`config.mk`:
```
export PLATFORM = sky130hd
export DESIGN_NAME = running_mean_stddev_add_remove
export DESIGN_NICKNAME = d
export VERILOG_FILES = /design/src/sv/rmsd_pkg.sv /design/src/sv/running_mean_stddev_add_remove.sv
export SDC_FILE = /design/constraint.sdc
export NUM_CORES = 2
export LEC_CHECK = 0
export ABC_CLOCK_PERIOD_IN_PS = 14400
export BUFFER_PORTS_ARGS = -buffer_cell sky130_fd_sc_hd__buf_2
export CAP_MARGIN = 20
export CORE_AREA = 2 2 281 283
export DETAILED_ROUTE_END_ITERATION = 7
export DIE_AREA = 0 0 283 285
export PLACE_DENSITY_LB_ADDON = 0.08
export SLEW_MARGIN = 20
export SYNTH_ARGS = -nofsm -noshare
export SYNTH_HDL_FRONTEND = slang
export SYNTH_SLANG_ARGS = --single-unit
```
`constraint.sdc`:
```
create_clock -name clk -period 14.4 [get_ports clk]
set_clock_uncertainty 0.15 [all_clocks]
set_input_delay 0 -clock clk [delete_from_list [all_inputs] [get_ports clk]]
set_output_delay 0 -clock clk [all_outputs]
set_load 0.005 [all_outputs]
```
`src/sv/rmsd_pkg.sv`:
```
// Shared types and constants for the running mean / standard deviation block.
// Holds the field widths, the item kind and error codes and the sequencer states.
// No dependencies.
package rmsd_pkg;

    // Defaults of the top-level parameters
    localparam int SCORE_BITS_DEF = 10;
    localparam int COUNT_BITS_DEF = 16;
    localparam int FRAC_BITS_DEF  = 8;

    // Port field widths
    localparam int KIND_W     = 2;
    localparam int SCORE_W    = 10;
    localparam int COUNT_W    = 16;
    localparam int STAT_W     = 18;
    localparam int ERR_W      = 2;
    localparam int S_TDATA_W  = 16;
    localparam int M_TDATA_W  = 56;
    localparam int OUT_PAD_W  = M_TDATA_W - COUNT_W - 2 * STAT_W;

    // Item kinds
    localparam logic [KIND_W-1:0] KIND_ADD    = 2'd0;
    localparam logic [KIND_W-1:0] KIND_REMOVE = 2'd1;
    localparam logic [KIND_W-1:0] KIND_CLEAR  = 2'd2;

    // Error codes
    localparam logic [ERR_W-1:0] ERR_OK    = 2'd0;
    localparam logic [ERR_W-1:0] ERR_EMPTY = 2'd1;
    localparam logic [ERR_W-1:0] ERR_FULL  = 2'd2;

    typedef enum logic [2:0] {
        ST_IDLE,
        ST_MEAN_DIV,
        ST_SS_MUL,
        ST_NQ_MUL,
        ST_NN_MUL,
        ST_SD_DIV,
        ST_SQRT,
        ST_FINISH
    } state_t;

endpackage

```
`src/sv/running_mean_stddev_add_remove.sv`:
```
// Running count, mean and population standard deviation of a multiset of scores.
// Uses rmsd_pkg for widths, codes and the sequencer state type.
//
// s_axis: one transaction per item; tuser carries the kind (add, remove, clear),
//   tdata the score. m_axis: one transaction per input item, in order; tdata carries
//   the count, the mean and the standard deviation (FRAC_BITS fraction bits, truncated,
//   saturated at the field maximum), tuser the error code (remove while empty, add
//   while full; the state is left unchanged in both cases).
// The mean and deviation arithmetic runs on one shared add/subtract unit under a
//   sequencer: the item is accepted, then a restoring divide for the mean,
//   shift-add products S*S, n*Q and n*n, a restoring divide of (n*Q-S*S)<<2F by
//   n*n and a bit-pair square root, then the result is handed off. The sequence
//   ends early when n*Q is below S*S, when the variance saturates or with one
//   score held (after the mean); with no scores held it goes straight to the
//   hand-off. s_axis_tready is high only while the sequencer is idle, so a new
//   item is not taken until the last one has been handed off.
// Reset clears the count and both sums. The result sits in an output register;
//   a new item is taken while it waits, and the sequencer holds in its last
//   state until the receiver frees the output register.
module running_mean_stddev_add_remove #(
    parameter int SCORE_BITS = rmsd_pkg::SCORE_BITS_DEF,
    parameter int COUNT_BITS = rmsd_pkg::COUNT_BITS_DEF,
    parameter int FRAC_BITS  = rmsd_pkg::FRAC_BITS_DEF
) (
    input  logic                           clk,
    input  logic                           rst_n,
    input  logic                           s_axis_tvalid,
    output logic                           s_axis_tready,
    input  logic [rmsd_pkg::S_TDATA_W-1:0] s_axis_tdata,  // [9:0] score, [15:10] zero
    input  logic [rmsd_pkg::KIND_W-1:0]    s_axis_tuser,  // [1:0] kind
    output logic                           m_axis_tvalid,
    input  logic                           m_axis_tready,
    // [15:0] item_count, [33:16] mean_q8, [51:34] stddev_q8, [55:52] zero
    output logic [rmsd_pkg::M_TDATA_W-1:0] m_axis_tdata,
    output logic [rmsd_pkg::ERR_W-1:0]     m_axis_tuser   // [1:0] error
);

    localparam int STAT_W   = rmsd_pkg::STAT_W;
    localparam int SUM_BITS = SCORE_BITS + COUNT_BITS;
    localparam int SQ_BITS  = 2 * SCORE_BITS + COUNT_BITS + 1;
    localparam int SQ2_BITS = 2 * SCORE_BITS;
    // width of n*Q - S*S
    localparam int PW       = SQ_BITS + COUNT_BITS;
    // square root input width
    localparam int QW       = 2 * STAT_W;
    // shared unit and accumulator width (one extra bit for the sign of n*Q-S*S)
    localparam int UW       = (PW + 1 > QW + 1) ? PW + 1 : QW + 1;
    // mean dividend bits, deviation dividend bits
    localparam int DW_MEAN  = SUM_BITS + FRAC_BITS;
    localparam int DW_SD    = PW + 2 * FRAC_BITS;
    // dividend shift register, also holds the root bit
    localparam int BW       = (DW_SD > QW) ? DW_SD : QW;
    // divisor width (n*n)
    localparam int RW       = 2 * COUNT_BITS;
    localparam int MPW      = SUM_BITS;
    localparam int CNT_W    = $clog2(BW + 1);

    localparam logic [STAT_W-1:0] STAT_MAX = {STAT_W{1'b1}};

    // Sequencer and statistics state
    rmsd_pkg::state_t          state_reg, state_next;
    logic [CNT_W-1:0]          cnt_reg, cnt_next;
    logic [COUNT_BITS-1:0]     count_reg, count_next;
    logic [SUM_BITS-1:0]       sum_reg, sum_next;
    logic [SQ_BITS-1:0]        sq_reg, sq_next;
    logic                      out_valid_reg, out_valid_next;

    // Datapath registers
    logic [UW-1:0]             acc_reg, acc_next;
    logic [UW-1:0]             mc_reg, mc_next;
    logic [MPW-1:0]            mp_reg, mp_next;
    logic [BW-1:0]             b_reg, b_next;
    logic [RW-1:0]             d_reg, d_next;
    logic [QW-1:0]             q_reg, q_next;
    logic                      ovf_reg, ovf_next;
    logic [STAT_W-1:0]         mean_reg, mean_next;
    logic [STAT_W-1:0]         sd_reg, sd_next;
    logic [rmsd_pkg::ERR_W-1:0] err_reg, err_next;

    // Output register
    logic [rmsd_pkg::COUNT_W-1:0] out_count_reg, out_count_next;
    logic [STAT_W-1:0]            out_mean_reg, out_mean_next;
    logic [STAT_W-1:0]            out_sd_reg, out_sd_next;
    logic [rmsd_pkg::ERR_W-1:0]   out_err_reg, out_err_next;

    // Shared add/subtract unit
    logic [UW-1:0]             au_a, au_b;
    logic                      au_sub;
    logic [UW:0]               au_res;
    logic                      au_ge;

    // Step helpers
    logic [RW:0]               div_shift;
    logic [UW-1:0]             div_rem;
    logic [UW-1:0]             mul_acc;
    logic [QW-1:0]             q_step;
    logic                      ovf_step;
    logic                      last_step;
    logic [UW-1:0]             root_step;

    // Input decode and state update
    logic                      in_fire;
    logic [SCORE_BITS-1:0]     score_in;
    logic [SQ2_BITS-1:0]       score_sq;
    logic [COUNT_BITS-1:0]     upd_count;
    logic [SUM_BITS-1:0]       upd_sum;
    logic [SQ_BITS-1:0]        upd_sq;
    logic [rmsd_pkg::ERR_W-1:0] upd_err;

    assign s_axis_tready = (state_reg == rmsd_pkg::ST_IDLE);
    assign in_fire       = s_axis_tvalid && s_axis_tready;
    assign score_in      = SCORE_BITS'(s_axis_tdata[rmsd_pkg::SCORE_W-1:0]);
    assign score_sq      = SQ2_BITS'(score_in) * SQ2_BITS'(score_in);

    assign m_axis_tvalid = out_valid_reg;
    assign m_axis_tdata  = {{rmsd_pkg::OUT_PAD_W{1'b0}}, out_sd_reg, out_mean_reg, out_count_reg};
    assign m_axis_tuser  = out_err_reg;

    // Apply the item to count, sum and square sum
    always_comb
    begin
        upd_count = count_reg;
        upd_sum   = sum_reg;
        upd_sq    = sq_reg;
        upd_err   = rmsd_pkg::ERR_OK;
        unique case (s_axis_tuser)
            rmsd_pkg::KIND_ADD:
            begin
                if (count_reg == {COUNT_BITS{1'b1}})
                begin
                    upd_err = rmsd_pkg::ERR_FULL;
                end
                else
                begin
                    upd_count = count_reg + COUNT_BITS'(1);
                    upd_sum   = sum_reg + SUM_BITS'(score_in);
                    upd_sq    = sq_reg + SQ_BITS'(score_sq);
                end
            end
            rmsd_pkg::KIND_REMOVE:
            begin
                if (count_reg == '0)
                begin
                    upd_err = rmsd_pkg::ERR_EMPTY;
                end
                else if (count_reg == COUNT_BITS'(1))
                begin
                    // last score gone: drop whatever the sums hold
                    upd_count = '0;
                    upd_sum   = '0;
                    upd_sq    = '0;
                end
                else
                begin
                    upd_count = count_reg - COUNT_BITS'(1);
                    upd_sum   = sum_reg - SUM_BITS'(score_in);
                    upd_sq    = sq_reg - SQ_BITS'(score_sq);
                end
            end
            rmsd_pkg::KIND_CLEAR:
            begin
                upd_count = '0;
                upd_sum   = '0;
                upd_sq    = '0;
            end
            default:
            begin
                upd_err = rmsd_pkg::ERR_OK;
            end
        endcase
    end

    // Operand selection for the shared unit
    always_comb
    begin
        au_a   = acc_reg;
        au_b   = mc_reg;
        au_sub = 1'b0;
        unique case (state_reg)
            rmsd_pkg::ST_MEAN_DIV, rmsd_pkg::ST_SD_DIV:
            begin
                au_a   = UW'(div_shift);
                au_b   = UW'(d_reg);
                au_sub = 1'b1;
            end
            rmsd_pkg::ST_SS_MUL:
            begin
                // accumulate -S*S so that n*Q lands on the difference
                au_sub = 1'b1;
            end
            rmsd_pkg::ST_SQRT:
            begin
                au_b   = mc_reg | UW'(b_reg);
                au_sub = 1'b1;
            end
            default:
            begin
                au_sub = 1'b0;
            end
        endcase
    end

    assign au_res    = au_sub ? ({1'b0, au_a} - {1'b0, au_b}) : ({1'b0, au_a} + {1'b0, au_b});
    assign au_ge     = ~au_res[UW];

    assign div_shift = {acc_reg[RW-1:0], b_reg[BW-1]};
    assign div_rem   = au_ge ? au_res[UW-1:0] : UW'(div_shift);
    assign mul_acc   = mp_reg[0] ? au_res[UW-1:0] : acc_reg;
    assign q_step    = {q_reg[QW-2:0], au_ge};
    assign ovf_step  = ovf_reg | q_reg[QW-1];
    assign last_step = (cnt_reg == CNT_W'(1));
    assign root_step = au_ge ? ((mc_reg >> 1) | UW'(b_reg)) : (mc_reg >> 1);

    // Sequencer: next state and datapath control
    always_comb
    begin
        state_next     = state_reg;
        cnt_next       = cnt_reg;
        count_next     = count_reg;
        sum_next       = sum_reg;
        sq_next        = sq_reg;
        acc_next       = acc_reg;
        mc_next        = mc_reg;
        mp_next        = mp_reg;
        b_next         = b_reg;
        d_next         = d_reg;
        q_next         = q_reg;
        ovf_next       = ovf_reg;
        mean_next      = mean_reg;
        sd_next        = sd_reg;
        err_next       = err_reg;
        out_valid_next = out_valid_reg && !m_axis_tready;
        out_count_next = out_count_reg;
        out_mean_next  = out_mean_reg;
        out_sd_next    = out_sd_reg;
        out_err_next   = out_err_reg;

        unique case (state_reg)
            rmsd_pkg::ST_IDLE:
            begin
                if (in_fire)
                begin
                    count_next = upd_count;
                    sum_next   = upd_sum;
                    sq_next    = upd_sq;
                    err_next   = upd_err;
                    mean_next  = '0;
                    sd_next    = '0;
                    if (upd_count == '0)
                    begin
                        state_next = rmsd_pkg::ST_FINISH;
                    end
                    else
                    begin
                        // mean = (S << F) / n, dividend left-aligned
                        acc_next   = '0;
                        q_next     = '0;
                        ovf_next   = 1'b0;
                        b_next     = BW'(upd_sum) << (BW - SUM_BITS);
                        d_next     = RW'(upd_count);
                        cnt_next   = CNT_W'(DW_MEAN);
                        state_next = rmsd_pkg::ST_MEAN_DIV;
                    end
                end
            end
            rmsd_pkg::ST_MEAN_DIV:
            begin
                acc_next = div_rem;
                q_next   = q_step;
                ovf_next = ovf_step;
                b_next   = b_reg << 1;
                cnt_next = cnt_reg - CNT_W'(1);
                if (last_step)
                begin
                    mean_next = (ovf_step || (q_step[QW-1:STAT_W] != '0)) ?
                                STAT_MAX : q_step[STAT_W-1:0];
                    if (count_reg == COUNT_BITS'(1))
                    begin
                        state_next = rmsd_pkg::ST_FINISH;
                    end
                    else
                    begin
                        acc_next   = '0;
                        mc_next    = UW'(sum_reg);
                        mp_next    = sum_reg;
                        cnt_next   = CNT_W'(SUM_BITS);
                        state_next = rmsd_pkg::ST_SS_MUL;
                    end
                end
            end
            rmsd_pkg::ST_SS_MUL:
            begin
                acc_next = mul_acc;
                mc_next  = mc_reg << 1;
                mp_next  = mp_reg >> 1;
                cnt_next = cnt_reg - CNT_W'(1);
                if (last_step)
                begin
                    mc_next    = UW'(sq_reg);
                    mp_next    = MPW'(count_reg);
                    cnt_next   = CNT_W'(COUNT_BITS);
                    state_next = rmsd_pkg::ST_NQ_MUL;
                end
            end
            rmsd_pkg::ST_NQ_MUL:
            begin
                acc_next = mul_acc;
                mc_next  = mc_reg << 1;
                mp_next  = mp_reg >> 1;
                cnt_next = cnt_reg - CNT_W'(1);
                if (last_step)
                begin
                    if (mul_acc[UW-1])
                    begin
                        // n*Q below S*S: deviation taken as zero
                        state_next = rmsd_pkg::ST_FINISH;
                    end
                    else
                    begin
                        b_next     = BW'(mul_acc[PW-1:0]) << (BW - PW);
                        acc_next   = '0;
                        mc_next    = UW'(count_reg);
                        mp_next    = MPW'(count_reg);
                        cnt_next   = CNT_W'(COUNT_BITS);
                        state_next = rmsd_pkg::ST_NN_MUL;
                    end
                end
            end
            rmsd_pkg::ST_NN_MUL:
            begin
                acc_next = mul_acc;
                mc_next  = mc_reg << 1;
                mp_next  = mp_reg >> 1;
                cnt_next = cnt_reg - CNT_W'(1);
                if (last_step)
                begin
                    d_next     = mul_acc[RW-1:0];
                    acc_next   = '0;
                    q_next     = '0;
                    ovf_next   = 1'b0;
                    cnt_next   = CNT_W'(DW_SD);
                    state_next = rmsd_pkg::ST_SD_DIV;
                end
            end
            rmsd_pkg::ST_SD_DIV:
            begin
                acc_next = div_rem;
                q_next   = q_step;
                ovf_next = ovf_step;
                b_next   = b_reg << 1;
                cnt_next = cnt_reg - CNT_W'(1);
                if (last_step)
                begin
                    if (ovf_step)
                    begin
                        // variance quotient beyond the root's input range
                        sd_next    = STAT_MAX;
                        state_next = rmsd_pkg::ST_FINISH;
                    end
                    else
                    begin
                        acc_next   = UW'(q_step);
                        mc_next    = '0;
                        b_next     = BW'(1) << (QW - 2);
                        cnt_next   = CNT_W'(QW / 2);
                        state_next = rmsd_pkg::ST_SQRT;
                    end
                end
            end
            rmsd_pkg::ST_SQRT:
            begin
                // res and bit never overlap, so res | bit equals res + bit
                if (au_ge)
                begin
                    acc_next = au_res[UW-1:0];
                end
                mc_next  = root_step;
                b_next   = b_reg >> 2;
                cnt_next = cnt_reg - CNT_W'(1);
                if (last_step)
                begin
                    sd_next    = root_step[STAT_W-1:0];
                    state_next = rmsd_pkg::ST_FINISH;
                end
            end
            rmsd_pkg::ST_FINISH:
            begin
                // hold until the output register is free
                if (!out_valid_reg || m_axis_tready)
                begin
                    out_valid_next = 1'b1;
                    out_count_next = rmsd_pkg::COUNT_W'(count_reg);
                    out_mean_next  = mean_reg;
                    out_sd_next    = sd_reg;
                    out_err_next   = err_reg;
                    state_next     = rmsd_pkg::ST_IDLE;
                end
            end
            default:
            begin
                state_next = rmsd_pkg::ST_IDLE;
            end
        endcase
    end

    always_ff @(posedge clk or negedge rst_n)
    begin
        if (!rst_n)
        begin
            state_reg <= rmsd_pkg::ST_IDLE;
        end
        else
        begin
            state_reg <= state_next;
        end
    end

    always_ff @(posedge clk or negedge rst_n)
    begin
        if (!rst_n)
        begin
            cnt_reg       <= '0;
            count_reg     <= '0;
            sum_reg       <= '0;
            sq_reg        <= '0;
            out_valid_reg <= 1'b0;
        end
        else
        begin
            cnt_reg       <= cnt_next;
            count_reg     <= count_next;
            sum_reg       <= sum_next;
            sq_reg        <= sq_next;
            out_valid_reg <= out_valid_next;
        end
    end

    always_ff @(posedge clk)
    begin
        acc_reg       <= acc_next;
        mc_reg        <= mc_next;
        mp_reg        <= mp_next;
        b_reg         <= b_next;
        d_reg         <= d_next;
        q_reg         <= q_next;
        ovf_reg       <= ovf_next;
        mean_reg      <= mean_next;
        sd_reg        <= sd_next;
        err_reg       <= err_next;
        out_count_reg <= out_count_next;
        out_mean_reg  <= out_mean_next;
        out_sd_reg    <= out_sd_next;
        out_err_reg   <= out_err_next;
    end

endmodule
```
## Yosys cells after proc, flatten, opt, wreduce, memory -nomap -nowiden

Cells that the tools add are included.

| cells by class | value |
|---|---|
| multiplexer cells | 100 |
| add/sub/neg operators | 9 |
| multipliers | 1 |
| bitwise gates (word level) | 4 |
| eq/ne operators | 28 |
| reduce and logical (&&, ||, !) cells | 35 |

Operator list:

| cell | count |
|---|---|
| $mux 54 | 21 |
| $mux 69 | 6 |
| $pmux 54 s7 | 1 |
| $pmux 69 s5 | 1 |
| $pmux 54 s6 | 1 |
| $mux 26 | 5 |
| $mux 37 | 3 |
| $pmux 37 s3 | 1 |
| $mux 18 | 6 |
| $mux 36 | 3 |
| $pmux 36 s3 | 1 |
| $pmux 54 s2 | 1 |
| $pmux 26 s4 | 1 |
| $mux 32 | 3 |
| $pmux 26 s3 | 1 |
| $mux 25 | 3 |
| $mux 7 | 10 |
| $pmux 32 s2 | 1 |
| $add 54x54->55 | 1 |
| $mux 55 | 1 |
| $sub 54x54->55 | 1 |
| $or 53x54->54 | 1 |
| $or 54x54->54 | 1 |
| $pmux 18 s3 | 1 |
| other kinds (50) | 102 |

| storage, ports and cells | value |
|---|---|
| flip-flop bits (word level) | 454 |
| word-level logic and storage cells | 197 |

## Longest topological paths before layout

| depth | value |
|---|---|
| word-level depth | 9 |
| gate-level depth with buffers | 33 |
| depth with buffers taken out | 29 |

## Worst setup path before layout

Ideal clock, no wire load.

| timing path | value |
|---|---|
| path type | reg2reg |
| from | reg state_reg[1] |
| to | reg b_reg[0] (enable) |
| arrival | 10.830 ns |
| stages on the path, launching flop included | 28 |
| clock period less this slack | 11.579 ns |
| path slack | 2.821 ns |
| required time | 13.651 ns |
| cell sequence | dfrtp_1 > buf_2 > and3b_1 > buf_4 > buf_6 > buf_2 > a221oi_2 > ha_1 > nand3_1 > nor2_1 > nand3_1 > nor2_1 > nand2_1 > o21ai_0 > mux2i_1 > nand2_1 > ha_1 > clkbuf_1 > nand4_1 > nor3_1 > nand3_1 > or3b_1 > o311ai_1 > xor2_1 > o21ai_1 > buf_2 > nor2_1 > a211oi_1 |

| on the way | value |
|---|---|
| cells in the longest elaborated chain, start to end | 8 |

Ends and longest elaborated chain:

| what | line | text |
|---|---|---|
| start, declared | running_mean_stddev_add_remove.sv:61 | `rmsd_pkg::state_t state_reg, state_next;` |
| start signal, assigned | running_mean_stddev_add_remove.sv:410 | `state_reg <= rmsd_pkg::ST_IDLE;` |
| start signal, assigned | running_mean_stddev_add_remove.sv:414 | `state_reg <= state_next;` |
| $eq 3x3->1 / $eq 3x1->1 (equally long branches) | running_mean_stddev_add_remove.sv:179, running_mean_stddev_add_remove.sv:238 |  |
| $reduce_or 2->1 (no line) | - |  |
| $pmux 54 s2 / $mux 54 (equally long branches) | running_mean_stddev_add_remove.sv:179 | `unique case (state_reg)` |
| $add 54x54->55 / $sub 54x54->55 (equally long branches) | running_mean_stddev_add_remove.sv:203 | `assign au_res = au_sub ? ({1'b0, au_a} - {1'b0, au_b}) : ({1'b0, au_a} + {1'b0, au_b});` |
| $mux 55 | running_mean_stddev_add_remove.sv:203 |  |
| $mux 54 | running_mean_stddev_add_remove.sv:208 | `assign mul_acc = mp_reg[0] ? au_res[UW-1:0] : acc_reg;` |
| $ne 2x2->1 (no line) | - |  |
| $reduce_and 5->1 (no line) (*) | - |  |
| end signal, assigned | running_mean_stddev_add_remove.sv:443 | `b_reg <= b_next;` |
| end, declared | running_mean_stddev_add_remove.sv:72 | `logic [BW-1:0] b_reg, b_next;` |

Mark *: on every way between the ends. The rest lies on a longest branch, timed or not.
A chain may end at the register's enable or synchronous reset.

## Worst setup path after layout

| timing path | value |
|---|---|
| from | reg state_reg[0] |
| to | reg b_reg[3] (enable) |

The elaborated chain is that of the path after synthesis.

==> metrics.csv <==
stage,metric,value,unit
outcome,status,"complete, but fails checks",
outcome,failing checks,DRC,
setup_path,Worst Path Required,14.51,ns
synthesis,"Top FF cell, synth",edfxtp_1,
clock_tree,CTS resizes,0,
clock_tree,Longest Clk Path Bufs,3,
power_and_ir_drop,Logic pwr share,39.1,%
route,DRT iter0 DRCs,3767,
setup_path,Worst R2R Path Depth,23,
sta,final hold vios,0,
route,Detail Route Antenna Nets,0,
global_routing,global-route wire length before repair,193,mm
clock_tree,clock root buffer,clkbuf_16,
power_and_ir_drop,pwr dens,142,nW/um^2
global_routing,number of global-route vias before repair,29300,
power_and_ir_drop,switch share,39.0,%
layout,Largest register FFs,69,
global_routing,Congestion Overflow GR,0,
power_and_ir_drop,P_leak,15.2,nW
sta,setup violators final,0,
layout,P&R area growth vs syn,9.37,%
clock_tree,postcts setup bufs,0,
synthesis,cells after synthesis,3860,
power_and_ir_drop,internal power,3.28,mW
layout,multi-input combinational cell area,19800,um^2
sta,relative slew slack,22.3,%
route,DRT Pass-1 Iters,8,
synthesis,XOR/XNOR share of the synthesized area,2.98,%
placed_design,I/O Buffers,71,
synthesis,Post-synth EDFFs,364,
placed_design,RePlAce Congestion,0.939,
clock_tree,clock latency on the worst-skew pair,0.64,ns
setup_path,worst-path fanout max,69,
floorplanning,initial core utilization,44.5,%
power_and_ir_drop,clock network power share,28.2,%
placed_design,# placed instances,4774,
layout,final core utilization,48.7,%
synthesis,Async SR Flop Fraction,19.8,%
synthesis,multiplexer share of the synthesized area,2.37,%
power_and_ir_drop,Peak supply drop,137,uV
synthesis,post-synthesis cell area,34700,um^2
worst_hold_path,Worst Hold Class,in -> reg,
clock_tree,clk sinks,454,
sta,Period minus WS final,9.40,ns
sta,fmax,106,MHz
sta,slew at the pin closest to its max-slew limit,1.15,ns
route,Via density,6.49,
floorplanning,top-level I/O count,82,
synthesis,Synth Area in Adders,9.08,%
layout,layout cell share with drive strength beyond 1,8.58,%
layout,Post-Layout Cell Count,4885,
synthesis,synth warn,0,
synthesis,Simple-Gate Fraction of Synth Area,16.7,%
power_and_ir_drop,Sw Pwr,2.09,mW
floorplanning,Die ar.,80700,um^2
floorplanning,die width,283,um
power_and_ir_drop,share of power burned in registers,32.7,%
clock_tree,total CTS buffers,55,
route,drt wl/cell,26.4,um
clock_tree,clock-pin slew on the worst setup and hold paths,0.07,ns
sta,Tcrit/Tclk final,65.3,%
placed_design,Placed Area,35900,um^2
power_and_ir_drop,Tot Pwr,5.37,mW
floorplanning,Core ar.,78000,um^2
route,total wire length,129,mm
synthesis,compound-gate portion of the synthesized area,25.5,%
setup_path,Setup CP Type,reg -> reg,
layout,final net count,4031,
flow_run,Max-Cap Viols,0,
setup_path,crit path launch type,register,
synthesis,largest family of logic cells by synthesized area,compound AO/OA/AOI/OAI gates,
floorplanning,die span in y,285,um
sta,RSZ-0062 raised after global routing,false,
global_routing,largest net degree at the start of global routing,70,
placed_design,worst slack at placement,5.19,ns
setup_path,worst path arrival time,9.51,ns
worst_hold_path,Worst Hold Depth,6,
synthesis,"Seq/Total Area, Yosys",38.0,%
layout,Sequential Area,13200,um^2
placed_design,post-detail-place hpwl,94.1,mm
synthesis,dominant cell type by area after synthesis,edfxtp_1,
clock_tree,depth of the CTS H-tree,2,
sta,Final Max Slew Viols,0,
route,Vias,31700,
layout,FILL cells,7516,
synthesis,syn avg cell area,9.00,um^2
route,DRC Markers,9,
floorplanning,FP Rows,103,
global_routing,total track usage,31.1,%
sta,Fin Setup TNS,0,ns
sta,worst hold slack,0.183,ns
layout,Finished Cell Area,38000,um^2
setup_path,Worst setup EP type,register,
clock_tree,CTS tree,built,
synthesis,"FF+latch count, synth",454,
sta,slack of the critical path,5.00,ns
synthesis,Yosys cell types,99,
synthesis,largest cells by area after synthesis,"edfxtp_1 (31%), dfrtp_1 (6.5%), ha_1 (6.2%)",
synthesis,top-area cell type share of the netlist area,31.5,%
global_routing,antenna violations before repair,0,
-- repair_timing --
item / CTS / global route
endpoints found under the setup margin: 0 / 0
hold endpoints to repair: 56 / 0
hold buffers: 6 / 0
-- cells in the mapped netlist (all sizes together), types with 28 or more instances --
library cell	count
mux2i	62
a221o	42
o21ai	321
nand2	422
buf	44
xor2	43
o211ai	31
a221oi	42
xnor2	75
nand4	48
a21oi	260
a31oi	66
nor3	86
a222oi	67
ha	172
fa	50
dfrtp	90
clkbuf	229
o21bai	30
edfxtp	364
a22oi	59
a21boi	28
a21o	55
nor2	287
inv	203
or3	33
nand3	83
and2	86
a22o	63
-- layout by cell type (no fill, tap or decap), types with 30 or more instances in the layout --
master / instances
edfxtp_1: 364
and2_1: 86
buf_2: 70
o21ai_1: 60
or3_1: 33
a222oi_1: 67
xnor2_1: 75
o21ai_0: 251
ha_1: 172
a21oi_1: 259
a21o_1: 55
mux2i_1: 62
a22oi_1: 59
xor2_1: 43
a22o_1: 63
o21bai_1: 30
nand2_1: 420
inv_1: 202
nor3_1: 81
o211ai_1: 30
buf_4: 64
nand3_1: 83
clkbuf_16: 58
dfrtp_1: 87
nand4_1: 47
nor2_1: 281
a31oi_1: 64
fa_1: 50
a221o_1: 42
-- layout make-up --
type	instances	area share, %
flip-flops and latches	454	34.7
diodes	1	0.00659
repair buffers	140	2.39
clock buffers	70	4.05
inverters	207	2.05
well taps	1050	3.46
clock inverters	34	1.10
multi-input cells	2929	52.2
-- power by group through the flow --
stage               combinational [mW]  sequential (mW)  clock [mW]
global route                      2.33             1.77        1.58
CTS                               2.09             1.75        1.53
floorplan                         1.53             1.71           0
finish                            2.10             1.76        1.52
detailed placement                2.07             1.77           0
global placement                  2.06             1.78           0
-- worst paths after layout --
kind,start,endpoint,slack [ns]
max in group asynchronous,rst_n,sq_reg[11],13.04
setup reg to reg,state_reg[0],b_reg[3],5.00
hold / removal,s_axis_tdata[4],sum_reg[5],0.18
setup / recovery,state_reg[0],b_reg[3],5.00
min in group asynchronous,rst_n,sum_reg[4],0.33
hold reg to reg,err_reg[1],m_axis_tuser[1],0.27
-- logic make-up after synthesis --
logic type / Yosys count
buf+inv: 480
fa+ha+maj: 222
xor+xnor: 118
other cells: 1
compound gates: 1290
simple gates: 1215
mux: 80
flops: 454
-- per-layer routing --
| metal | track usage [%] | vias to the layer above | share of wire [%] |
|---|---|---|---|
| met2 | 48.5 | 1525 | 45 |
| met5 | 0 | - | 0 |
| met4 | 10.6 | 0 | 3.6 |
| li1 | - | 14400 | - |
| met3 | 3.98 | 189 | 8.6 |
| met1 | 44.6 | 15600 | 43 |
-- worst max-delay path, cell delays in order (launching register included) --
cell and delay (ns):
dfrtp_2 0.72, and3b_4 0.41, buf_4 0.40, a221oi_1 0.91, nand3_1 0.22, nor4_2 0.35
nand3_1 0.34, nor2_1 0.59, nand2_1 0.30, o21ai_0 0.28, mux2i_1 0.27, nand2_1 0.10
ha_1 0.52, nand4_1 0.27, nor3_1 0.30, nand3_1 0.20, or3b_1 0.41, o311ai_1 0.33
xor2_1 0.26, o21ai_2 0.19, buf_4 0.39, nor2_1 0.21, a211oi_4 0.21, buf_4 0.57
Power figures use the tool's default switching activity.
